File: src/rtl/sdsf_pkg.sv
// ----------------------------------------------------------------------------
// sdsf_pkg
// Constants and types for the data-set SysEx framer.
// ----------------------------------------------------------------------------
package sdsf_pkg;

    localparam int MAX_PAYLOAD = 256;
    localparam int CNT_W       = $clog2(MAX_PAYLOAD + 1);

    localparam logic [7:0] SYX_START  = 8'hF0;
    localparam logic [7:0] SYX_MFR_ID = 8'h41;
    localparam logic [7:0] SYX_DEV_ID = 8'h10;
    localparam logic [7:0] SYX_MODEL  = 8'h16;
    localparam logic [7:0] SYX_CMD_DT = 8'h12;
    localparam logic [7:0] SYX_END    = 8'hF7;

    // byte slots of one transaction's output, in emit order
    typedef enum logic [3:0] {
        POS_START, POS_MFR, POS_DEV, POS_MODEL, POS_CMD,
        POS_ADDR2, POS_ADDR1, POS_ADDR0,
        POS_DATA, POS_CSUM, POS_END
    } pos_t;

    typedef struct packed {
        logic       hdr;
        logic       data_en;
        logic       tail;
        logic       ovf;
        logic [6:0] a2;
        logic [6:0] a1;
        logic [6:0] a0;
        logic [7:0] data;
        logic [6:0] csum;
    } job_t;

endpackage

File: src/rtl/sysex_data_set_framer_top.sv
// The first output byte passes through the pending-job register, then the output register.
// One output byte per cycle while m_ready does not stall; an input transaction yields
//   1..11 result bytes, and a new one is taken as the pending job's last byte goes out.
// Items without results produce no bytes. Reset (aresetn low, synchronous) clears
//   the checksum, count, overflow flag, pending job and output valid.
// ----------------------------------------------------------------------------
// sysex_data_set_framer_top
// Frames a data-set SysEx message: header and address on the first item,
// payload bytes with a running 7-bit checksum, checksum and end byte last.
// ----------------------------------------------------------------------------
module sysex_data_set_framer_top (
    input  logic        aclk,
    input  logic        aresetn,
    input  logic        s_valid,
    output logic        s_ready,
    input  logic [23:0] s_address,
    input  logic [7:0]  s_payload_byte,
    input  logic        s_has_data,
    input  logic        s_first_item,
    input  logic        s_last_item,
    output logic        m_valid,
    input  logic        m_ready,
    output logic [7:0]  m_out_byte,
    output logic        m_end_of_run,
    output logic        m_overflow
);
    import sdsf_pkg::*;

    // message state
    logic [6:0]       sum_reg, sum_next;
    logic [CNT_W-1:0] cnt_reg, cnt_next;
    logic             ovf_reg, ovf_next;

    // pending job: the result bytes of one accepted transaction
    job_t job_reg, job_next;
    logic job_valid_reg, job_valid_next;
    pos_t pos_reg, pos_next;

    // output register
    logic       m_valid_reg, m_valid_next;
    logic [7:0] m_byte_reg, m_byte_next;
    logic       m_eor_reg, m_eor_next;
    logic       m_ovf_reg, m_ovf_next;

    logic       s_fire, out_load, job_done;
    logic       pos_last;
    pos_t       pos_adv, pos_start;
    logic [7:0] pos_byte;

    // item front end
    logic [6:0]       a2, a1, a0, seed, sum_base, sum_upd;
    logic [CNT_W-1:0] cnt_base;
    logic             ovf_base, take, any_out;

    assign a2   = s_address[22:16];
    assign a1   = s_address[14:8];
    assign a0   = s_address[6:0];
    assign seed = 7'd0 - a2 - a1 - a0;

    assign sum_base = s_first_item ? seed : sum_reg;
    assign cnt_base = s_first_item ? '0 : cnt_reg;
    assign ovf_base = s_first_item ? 1'b0 : ovf_reg;
    assign take     = s_has_data && (cnt_base < CNT_W'(MAX_PAYLOAD));
    assign sum_upd  = take ? (sum_base - s_payload_byte[6:0]) : sum_base;
    assign any_out  = s_first_item || take || s_last_item;

    // emitter: walk the enabled slots of the pending job
    always_comb begin
        pos_adv  = POS_END;
        pos_last = 1'b1;
        pos_byte = SYX_END;
        case (pos_reg)
            POS_START: begin pos_byte = SYX_START;  pos_adv = POS_MFR;   pos_last = 1'b0; end
            POS_MFR:   begin pos_byte = SYX_MFR_ID; pos_adv = POS_DEV;   pos_last = 1'b0; end
            POS_DEV:   begin pos_byte = SYX_DEV_ID; pos_adv = POS_MODEL; pos_last = 1'b0; end
            POS_MODEL: begin pos_byte = SYX_MODEL;  pos_adv = POS_CMD;   pos_last = 1'b0; end
            POS_CMD:   begin pos_byte = SYX_CMD_DT; pos_adv = POS_ADDR2; pos_last = 1'b0; end
            POS_ADDR2: begin pos_byte = {1'b0, job_reg.a2}; pos_adv = POS_ADDR1; pos_last = 1'b0; end
            POS_ADDR1: begin pos_byte = {1'b0, job_reg.a1}; pos_adv = POS_ADDR0; pos_last = 1'b0; end
            POS_ADDR0: begin
                pos_byte = {1'b0, job_reg.a0};
                pos_adv  = job_reg.data_en ? POS_DATA : POS_CSUM;
                pos_last = !job_reg.data_en && !job_reg.tail;
            end
            POS_DATA: begin
                pos_byte = job_reg.data;
                pos_adv  = POS_CSUM;
                pos_last = !job_reg.tail;
            end
            POS_CSUM:  begin pos_byte = {1'b0, job_reg.csum}; pos_adv = POS_END; pos_last = 1'b0; end
            POS_END:   begin pos_byte = SYX_END; pos_adv = POS_END; pos_last = 1'b1; end
            default:   begin pos_byte = SYX_END; pos_adv = POS_END; pos_last = 1'b1; end
        endcase
    end

    assign out_load = !m_valid_reg || m_ready;
    assign job_done = out_load && job_valid_reg && pos_last;
    assign s_ready  = !job_valid_reg || job_done;
    assign s_fire   = s_valid && s_ready;

    assign pos_start = s_first_item ? POS_START : (take ? POS_DATA : POS_CSUM);

    always_comb begin
        sum_next       = sum_reg;
        cnt_next       = cnt_reg;
        ovf_next       = ovf_reg;
        job_next       = job_reg;
        job_valid_next = job_valid_reg;
        pos_next       = pos_reg;
        m_valid_next   = m_valid_reg;
        m_byte_next    = m_byte_reg;
        m_eor_next     = m_eor_reg;
        m_ovf_next     = m_ovf_reg;

        if (out_load) begin
            m_valid_next = job_valid_reg;
            m_byte_next  = pos_byte;
            m_eor_next   = pos_last;
            m_ovf_next   = job_reg.ovf;
            if (job_valid_reg) begin
                pos_next = pos_adv;
                if (pos_last) begin
                    job_valid_next = 1'b0;
                end
            end
        end

        if (s_fire) begin
            job_next.hdr     = s_first_item;
            job_next.data_en = take;
            job_next.tail    = s_last_item;
            job_next.ovf     = ovf_base || (s_has_data && !take);
            job_next.a2      = a2;
            job_next.a1      = a1;
            job_next.a0      = a0;
            job_next.data    = s_payload_byte;
            job_next.csum    = sum_upd;
            job_valid_next   = any_out;
            pos_next         = pos_start;
            if (s_last_item) begin
                sum_next = '0;
                cnt_next = '0;
                ovf_next = 1'b0;
            end else begin
                sum_next = sum_upd;
                cnt_next = take ? cnt_base + CNT_W'(1) : cnt_base;
                ovf_next = ovf_base || (s_has_data && !take);
            end
        end
    end

    always_ff @(posedge aclk) begin
        if (!aresetn) begin
            sum_reg       <= '0;
            cnt_reg       <= '0;
            ovf_reg       <= 1'b0;
            job_valid_reg <= 1'b0;
            pos_reg       <= POS_START;
            m_valid_reg   <= 1'b0;
        end else begin
            sum_reg       <= sum_next;
            cnt_reg       <= cnt_next;
            ovf_reg       <= ovf_next;
            job_valid_reg <= job_valid_next;
            pos_reg       <= pos_next;
            m_valid_reg   <= m_valid_next;
        end
    end

    // payload registers, no reset
    always_ff @(posedge aclk) begin
        job_reg    <= job_next;
        m_byte_reg <= m_byte_next;
        m_eor_reg  <= m_eor_next;
        m_ovf_reg  <= m_ovf_next;
    end

    assign m_valid      = m_valid_reg;
    assign m_out_byte   = m_byte_reg;
    assign m_end_of_run = m_eor_reg;
    assign m_overflow   = m_ovf_reg;

`ifndef SYNTH
    a_cnt_bound: assert property (@(posedge aclk) disable iff (!aresetn)
        cnt_reg <= CNT_W'(MAX_PAYLOAD))
        else $error("payload count above limit");

    a_tail_clears: assert property (@(posedge aclk) disable iff (!aresetn)
        s_fire && s_last_item |=> sum_reg == 7'd0 && cnt_reg == '0 && !ovf_reg)
        else $error("state not cleared after tail");

    a_ready_job: assert property (@(posedge aclk) disable iff (!aresetn)
        s_ready && job_valid_reg |-> job_done)
        else $error("new transaction taken over pending job");

    a_skip_hdr: assert property (@(posedge aclk) disable iff (!aresetn)
        job_valid_reg && !job_reg.hdr |-> pos_reg == POS_DATA || pos_reg == POS_CSUM
            || pos_reg == POS_END)
        else $error("header slot emitted without first item");
`endif

endmodule
File: config.mk
export PLATFORM = sky130hd
export DESIGN_NAME = sysex_data_set_framer_top
export DESIGN_NICKNAME = d
export VERILOG_FILES = /design/src/rtl/sdsf_pkg.sv /design/src/rtl/sysex_data_set_framer_top.sv
export SDC_FILE = /design/constraint.sdc
export NUM_CORES = 1
export LEC_CHECK = 0
export ABC_AREA = 0
export BUFFER_PORTS_ARGS = -buffer_cell sky130_fd_sc_hd__buf_2
export CAP_MARGIN = 20
export CORE_UTILIZATION = 40
export DETAILED_ROUTE_END_ITERATION = 10
export GPL_ROUTABILITY_DRIVEN = 0
export HOLD_SLACK_MARGIN = 0.12
export PLACE_DENSITY = 0.61
export SYNTH_ARGS = -nofsm -noshare
export SYNTH_HDL_FRONTEND = slang
export SYNTH_SLANG_ARGS = --single-unit
File: constraint.sdc
create_clock -name aclk -period 8.9 [get_ports aclk]
set_clock_uncertainty 0.2 [all_clocks]
set_input_delay 1.78 -clock aclk [delete_from_list [all_inputs] [get_ports aclk]]
set_output_delay 1.78 -clock aclk [all_outputs]
set_load 0.005 [all_outputs]
==> results of run 1 <==
==> through the flow <==
stage                     hold slack (ns)  cell area (µm²)  utilization [%]
after floorplan                    0.2003             3974                -
after global placement             0.2181             4309            44.50
after detailed placement           0.2178             4309            44.50
after CTS                          0.2350             4481            46.27
after global routing               0.2516             4481            46.27
final                              0.2304             4481            46.27
==> cell families (layout without fill, tap and decap cells) <==
| family | count (synthesis) | in the layout | synth area share (%) |
|---|---|---|---|
| flip-flops | 72 | 72 | 48.61 |
| adder cells (fa/ha/maj) | 26 | 26 | 9.509 |
| XOR/XNOR | 11 | 11 | 2.425 |
| AND/OR/NAND/NOR | 101 | 101 | 13.26 |
| AO/OA/AOI/OAI | 102 | 102 | 16.72 |
| buffers and inverters | 55 | 102 | 5.636 |
| multiplexers | 15 | 15 | 3.841 |
==> layer usage <==
layer / vias up / track usage [%] / wire length, µm
li1: 1484 / - / -
met1: 1391 / 23.87 / 3983
met2: 69 / 29.11 / 4298
met3: 12 / 3.106 / 364
met4: 0 / 8.919 / 119
met5: - / 0 / 0
==> path summary, 6_finish.rpt <==
kind	start	endpoint	slack, ns
min	job_reg[36]$_DFFE_PP_	m_overflow$_DFFE_PN_	0.23
max reg2reg	pos_reg[2]$_SDFFE_PN0P_	pos_reg[1]$_SDFFE_PN0P_	5.75
min reg2reg	job_reg[36]$_DFFE_PP_	m_overflow$_DFFE_PN_	0.23
max	s_address[9]	sum_reg[6]$_SDFFE_PN0P_	3.32
==> synthesized netlist by cell type, drive strengths merged, types with 3 or more instances <==
| library cell | n | area share [%] |
|---|---|---|
| nand3b | 6 | 1.1 |
| a32oi | 3 | 0.66 |
| fa | 7 | 3.5 |
| nor2 | 26 | 2.5 |
| a21oi | 26 | 3.3 |
| and3 | 7 | 1.1 |
| mux2i | 13 | 3.3 |
| nor3 | 9 | 1.1 |
| dfxtp | 23 | 12 |
| inv | 36 | 3.4 |
| nor2b | 7 | 1.1 |
| or3 | 3 | 0.47 |
| xnor2 | 9 | 2.0 |
| a31oi | 6 | 0.94 |
| ha | 19 | 6.0 |
| nand3 | 10 | 1.3 |
| buf | 8 | 1.2 |
| a21o | 4 | 0.76 |
| o211ai | 5 | 1.1 |
| edfxtp | 49 | 37 |
| nand2 | 20 | 2.0 |
| nand4 | 3 | 0.47 |
| o21ai | 28 | 3.5 |
| clkbuf | 11 | 1.0 |
| a211oi | 7 | 1.3 |
==> final cells by class <==
cell class                 count  area, µm²  share of cell area (%)
clock buffer                  15      166.4                   3.714
clock inverter                 1      5.005                  0.1117
inverter                      36      135.1                   3.016
multi-input combinational    255       1818                   40.58
sequential                    72       1932                   43.12
tap                          133      166.4                   3.714
timing repair buffer          50      257.7                   5.753
==> report_power, final <==
part	leakage [nW]	total, W	switching (W)	internal (W)
clock network	0.0877	0.000233	0.000117	0.000117
logic	1.05	0.000232	0.000136	0.0000960
registers	0.659	0.000413	0.0000153	0.000398
total	1.79	0.000879	0.000268	0.000611
==> worst register-to-register path, delay by kind of cell (launching register included) <==
kind | cells | cell delay, ns
flops | 1 | 0.75
simple gates | 1 | 0.39
buf+inv | 4 | 1.19
compound gates | 3 | 0.51
==> flow_metrics.tcl, run 1 <==
set metrics [dict create \
    yosysWarnings 0 \
    ctsHtreeMaxLevel 3 \
    setup_ws_ns 3.319 \
    grt_max_degree 42 \
    fp.dieW_um 101.7 \
    cp_num_cells 17 \
    fp.dieArea_um2 10340 \
    fmax_mhz 179.2 \
    r2r_cells 8 \
    finalSetupTns_ns 0 \
    tritoncts "done" \
    syn_inst 382 \
    clockRootBuffer "clkbuf_8" \
    crit_chain "buf_2 -> ha_1 -> fa_1 -> inv_1 -> ha_1 -> fa_1 -> a21o_1 -> a21oi_1 -> xnor2_1 -> mux2_2 -> ha_1 -> or3_1 -> a31oi_1 -> nor2_1 -> a211oi_1 -> o21ai_1 -> a31oi_1" \
    vias 2956 \
    grt_pass1_vias 2832 \
    cts_buffer_depth 2 \
    crit_arrival_ns 5.64 \
    drc 0 \
    synthesis.area_um2 3974 \
    firstDrtPassIters 5 \
    area.growth.synth_to_final_pct 12.75 \
    crit_buf_inv 2 \
    path_class "in -> reg" \
    synthFlopType "edfxtp_1" \
    clkTransAtPathRegs_ns 0.07 \
    mostFrequentLayoutCell "edfxtp_1" \
    post_cts_buffers 0 \
    grt_pass1_wl_um 14050 \
    cp_top_family "adder cells" \
    crit_required_ns 8.96 \
    cp_common_cell "ha_1" \
    setup_violations 0 \
    dp_cells 546 \
    power.density_nw_per_um2 196.1 \
    drtIter0Drc 189 \
    cts_num_sinks 72 \
    status "completed" \
    tightestPinTransition_ns 0.8150 \
    start_util_pct 41.03 \
    hold_violations 0 \
    grt_usage_pct 18.20 \
    rows 36 \
    port_buffers 47 \
    cts_resized 0 \
    min_path_type "reg -> reg" \
    dp.final_hpwl_um 6231 \
    vdd_drop_max_mv 0.06758 \
    slew_headroom_pct 45.61 \
    final_cells 562 \
    rsz0062_at_grt "false" \
    end_kind "flop" \
    ios 51 \
    p_total_w 0.0008787 \
    routed_wl_um 8765 \
    synth_seq_cells 72 \
    crit_path_max_incr_delay_ns 0.52 \
    antenna_found_initial 0 \
    synth-seq-area-share_pct 48.61 \
    nets 489 \
    largest_reg_flops 39 \
    synth_edf_count 49 \
    ant_nets 0 \
    overflow 0 \
    p_leak_nw 1.792 \
    vias_per_cell 5.260 \
    core_um2 9684 \
    async_reset_ff_share_pct 0 \
    wire_per_inst_um 15.60 \
    holdPathStages 0 \
    die_h_um 101.7 \
    drive_gt1_share_pct 17.48 \
    period_share_pct 62.71 \
    min_period_ns 5.581 \
    crit_slowest_cell "fa_1" \
    numCtsBuffers 9 \
    ctsHoldBuffers 0 \
    antenna_cells 0 \
    critPathLaunchType "input pin" \
    synth_cell_types 62 \
    pre_cts_slack_ns 2.932 \
    maxCapViolations 0 \
    mostFrequentLayoutCells "49 x edfxtp_1, 47 x buf_2, 34 x inv_1" \
    worst-path-max-fanout 6 \
    worst_skew_pair.late_latency_ns 0.35 \
    fillers 923 \
    slew_violations 0 \
    syn_nets 447 \
    syn-mean-instance-area_um2 10.40 \
]
Power figures use the tool's default switching activity.
==> inputs of run 2 (changes only) <==
--- a/config.mk
+++ b/config.mk
@@ -12,7 +12,7 @@
 export DETAILED_ROUTE_END_ITERATION = 10
 export GPL_ROUTABILITY_DRIVEN = 0
 export HOLD_SLACK_MARGIN = 0.12
-export PLACE_DENSITY = 0.61
+export PLACE_DENSITY = 0.63
 export SYNTH_ARGS = -nofsm -noshare
 export SYNTH_HDL_FRONTEND = slang
 export SYNTH_SLANG_ARGS = --single-unit
==> constraint.sdc (replaced) <==
create_clock -name aclk -period 5.09 [get_ports aclk]
set_clock_uncertainty 0.2 [all_clocks]
set_input_delay 1.018 -clock aclk [delete_from_list [all_inputs] [get_ports aclk]]
set_output_delay 1.018 -clock aclk [all_outputs]
set_load 0.005 [all_outputs]
==> flow_metrics.tcl, run 2 (same netlist as run 1, synthesis figures left out) <==
set metrics [dict create \
    status "completed" \
    clkTransAtPathRegs_ns 0.07 \
    slew_headroom_pct 47.93 \
    holdPathStages 0 \
    end_kind "flop" \
    port_buffers 47 \
    hold_start "job_reg[36]$_DFFE_PP_" \
    fp.dieArea_um2 10340 \
    cts_buffer_depth 2 \
    met1_length_um 3897 \
    cts_num_sinks 72 \
    core_um2 9684 \
    ant_nets 0 \
    critPathLaunchType "input pin" \
    ctsHtreeMaxLevel 3 \
    drive_gt1_share_pct 17.67 \
    hold_violations 0 \
    vias_per_cell 5.346 \
    nets 490 \
    multi_input_area_um2 1818 \
    worst-path-max-fanout 3 \
    firstDrtPassIters 4 \
    final_core_util_pct 46.34 \
    ctsHoldBuffers 0 \
    vdd_drop_max_mv 0.1108 \
    crit_required_ns 5.16 \
    finalSetupTns_ns 0 \
    mostFrequentLayoutCells "49 x edfxtp_1, 47 x buf_2, 34 x inv_1" \
    p_total_w 0.001539 \
    tritoncts "done" \
    fillers 956 \
    regArea_um2 1932 \
    wl_met3_um 287 \
    clockRootBuffer "clkbuf_8" \
    grt_usage_pct 18.33 \
    area.growth.synth_to_final_pct 12.94 \
    min_period_ns 4.710 \
    crit_arrival_ns 4.78 \
    setup_violations 0 \
    grt_max_degree 42 \
    rsz0062_at_grt "false" \
    r2r_cells 8 \
    p_leak_nw 1.797 \
    slew_violations 0 \
    drtIter0Drc 172 \
    routed_wl_um 8763 \
    start_util_pct 41.03 \
    fmax_mhz 212.3 \
    wire_per_inst_um 15.56 \
    tightestPinTransition_ns 0.7802 \
    drc 0 \
    wl_met2_um 4455 \
    dp.final_hpwl_um 6394 \
    cts_resized 0 \
    antenna_found_initial 0 \
    reg2reg_slack_ns 1.92 \
    period_share_pct 92.54 \
    topRoutingLayerUsed "met4" \
    rr_startpoint "pos_reg[2]$_SDFFE_PN0P_" \
    grt_pass1_wl_um 14220 \
    rows 36 \
    final_cells 563 \
    ios 51 \
    overflow 0 \
    fp.dieW_um 101.7 \
    regToRegEndpoint "pos_reg[1]$_SDFFE_PN0P_" \
    power.density_nw_per_um2 342.9 \
    min_to "m_overflow$_DFFE_PN_" \
    largest_reg_flops 39 \
    numCtsBuffers 9 \
    vias 3010 \
    path_class "in -> reg" \
    die_h_um 101.7 \
    grt_pass1_vias 2984 \
    worst_skew_pair.late_latency_ns 0.35 \
    post_cts_buffers 0 \
    antenna_cells 0 \
    dp_cells 547 \
    maxCapViolations 0 \
    mostFrequentLayoutCell "edfxtp_1" \
    min_path_type "reg -> reg" \
]
## run 2: metrics by stage
stage	hold slack [ns]	setup WS [ns]	cell area, µm²
after floorplan	0.2003	0.3675	3974
after global placement	0.2244	0.07245	4317
after detailed placement	0.2206	0.001017	4317
after CTS	0.2384	0.3560	4488
after global routing	0.2593	0.1669	4488
final	0.2324	0.3798	4488
## run 2: layout make-up
class,instances,area share [%]
clock buffers,15,3.708
inverters,36,3.011
multi-input cells,255,40.51
well taps,133,3.708
flip-flops and latches,72,43.04
clock inverters,1,0.1115
repair buffers,51,5.910
## run 2: power breakdown
| part | switching, W | internal, W | leakage (nW) |
|---|---|---|---|
| Combinational | 0.000240 | 0.000171 | 1.05 |
| Clock | 0.000201 | 0.000204 | 0.0877 |
| Sequential | 0.0000273 | 0.000696 | 0.659 |
## run 2: critical path: stages
cell	delay, ns
buf_2	0.11
ha_1	0.30
fa_1	0.51
inv_1	0.04
ha_1	0.23
fa_1	0.41
a21o_1	0.20
a21oi_1	0.19
xnor2_1	0.11
mux2_2	0.29
ha_1	0.28
or3_1	0.34
a31oi_1	0.17
nor2_1	0.09
a211oi_1	0.24
o21ai_1	0.09
a31oi_1	0.16
## run 2: worst max path at each step
stage                      start                 endpoint  slack, ns  cells after the start
global route        s_address[9]  sum_reg[6]$_SDFFE_PN0P_       0.17                     17
global placement    s_address[9]  sum_reg[6]$_SDFFE_PN0P_       0.07                     17
finish              s_address[9]  sum_reg[6]$_SDFFE_PN0P_       0.38                     17
CTS                 s_address[9]  sum_reg[6]$_SDFFE_PN0P_       0.36                     17
floorplan           s_address[9]  sum_reg[6]$_SDFFE_PN0P_       0.37                     16
detailed placement  s_address[9]  sum_reg[6]$_SDFFE_PN0P_      0.001                     17
## run 2: metal layers
metal	track usage (%)	up-vias
met3	2.692	11
met5	0	-
met2	30.77	49
met1	22.70	1468
met4	10.03	0
li1	-	1482
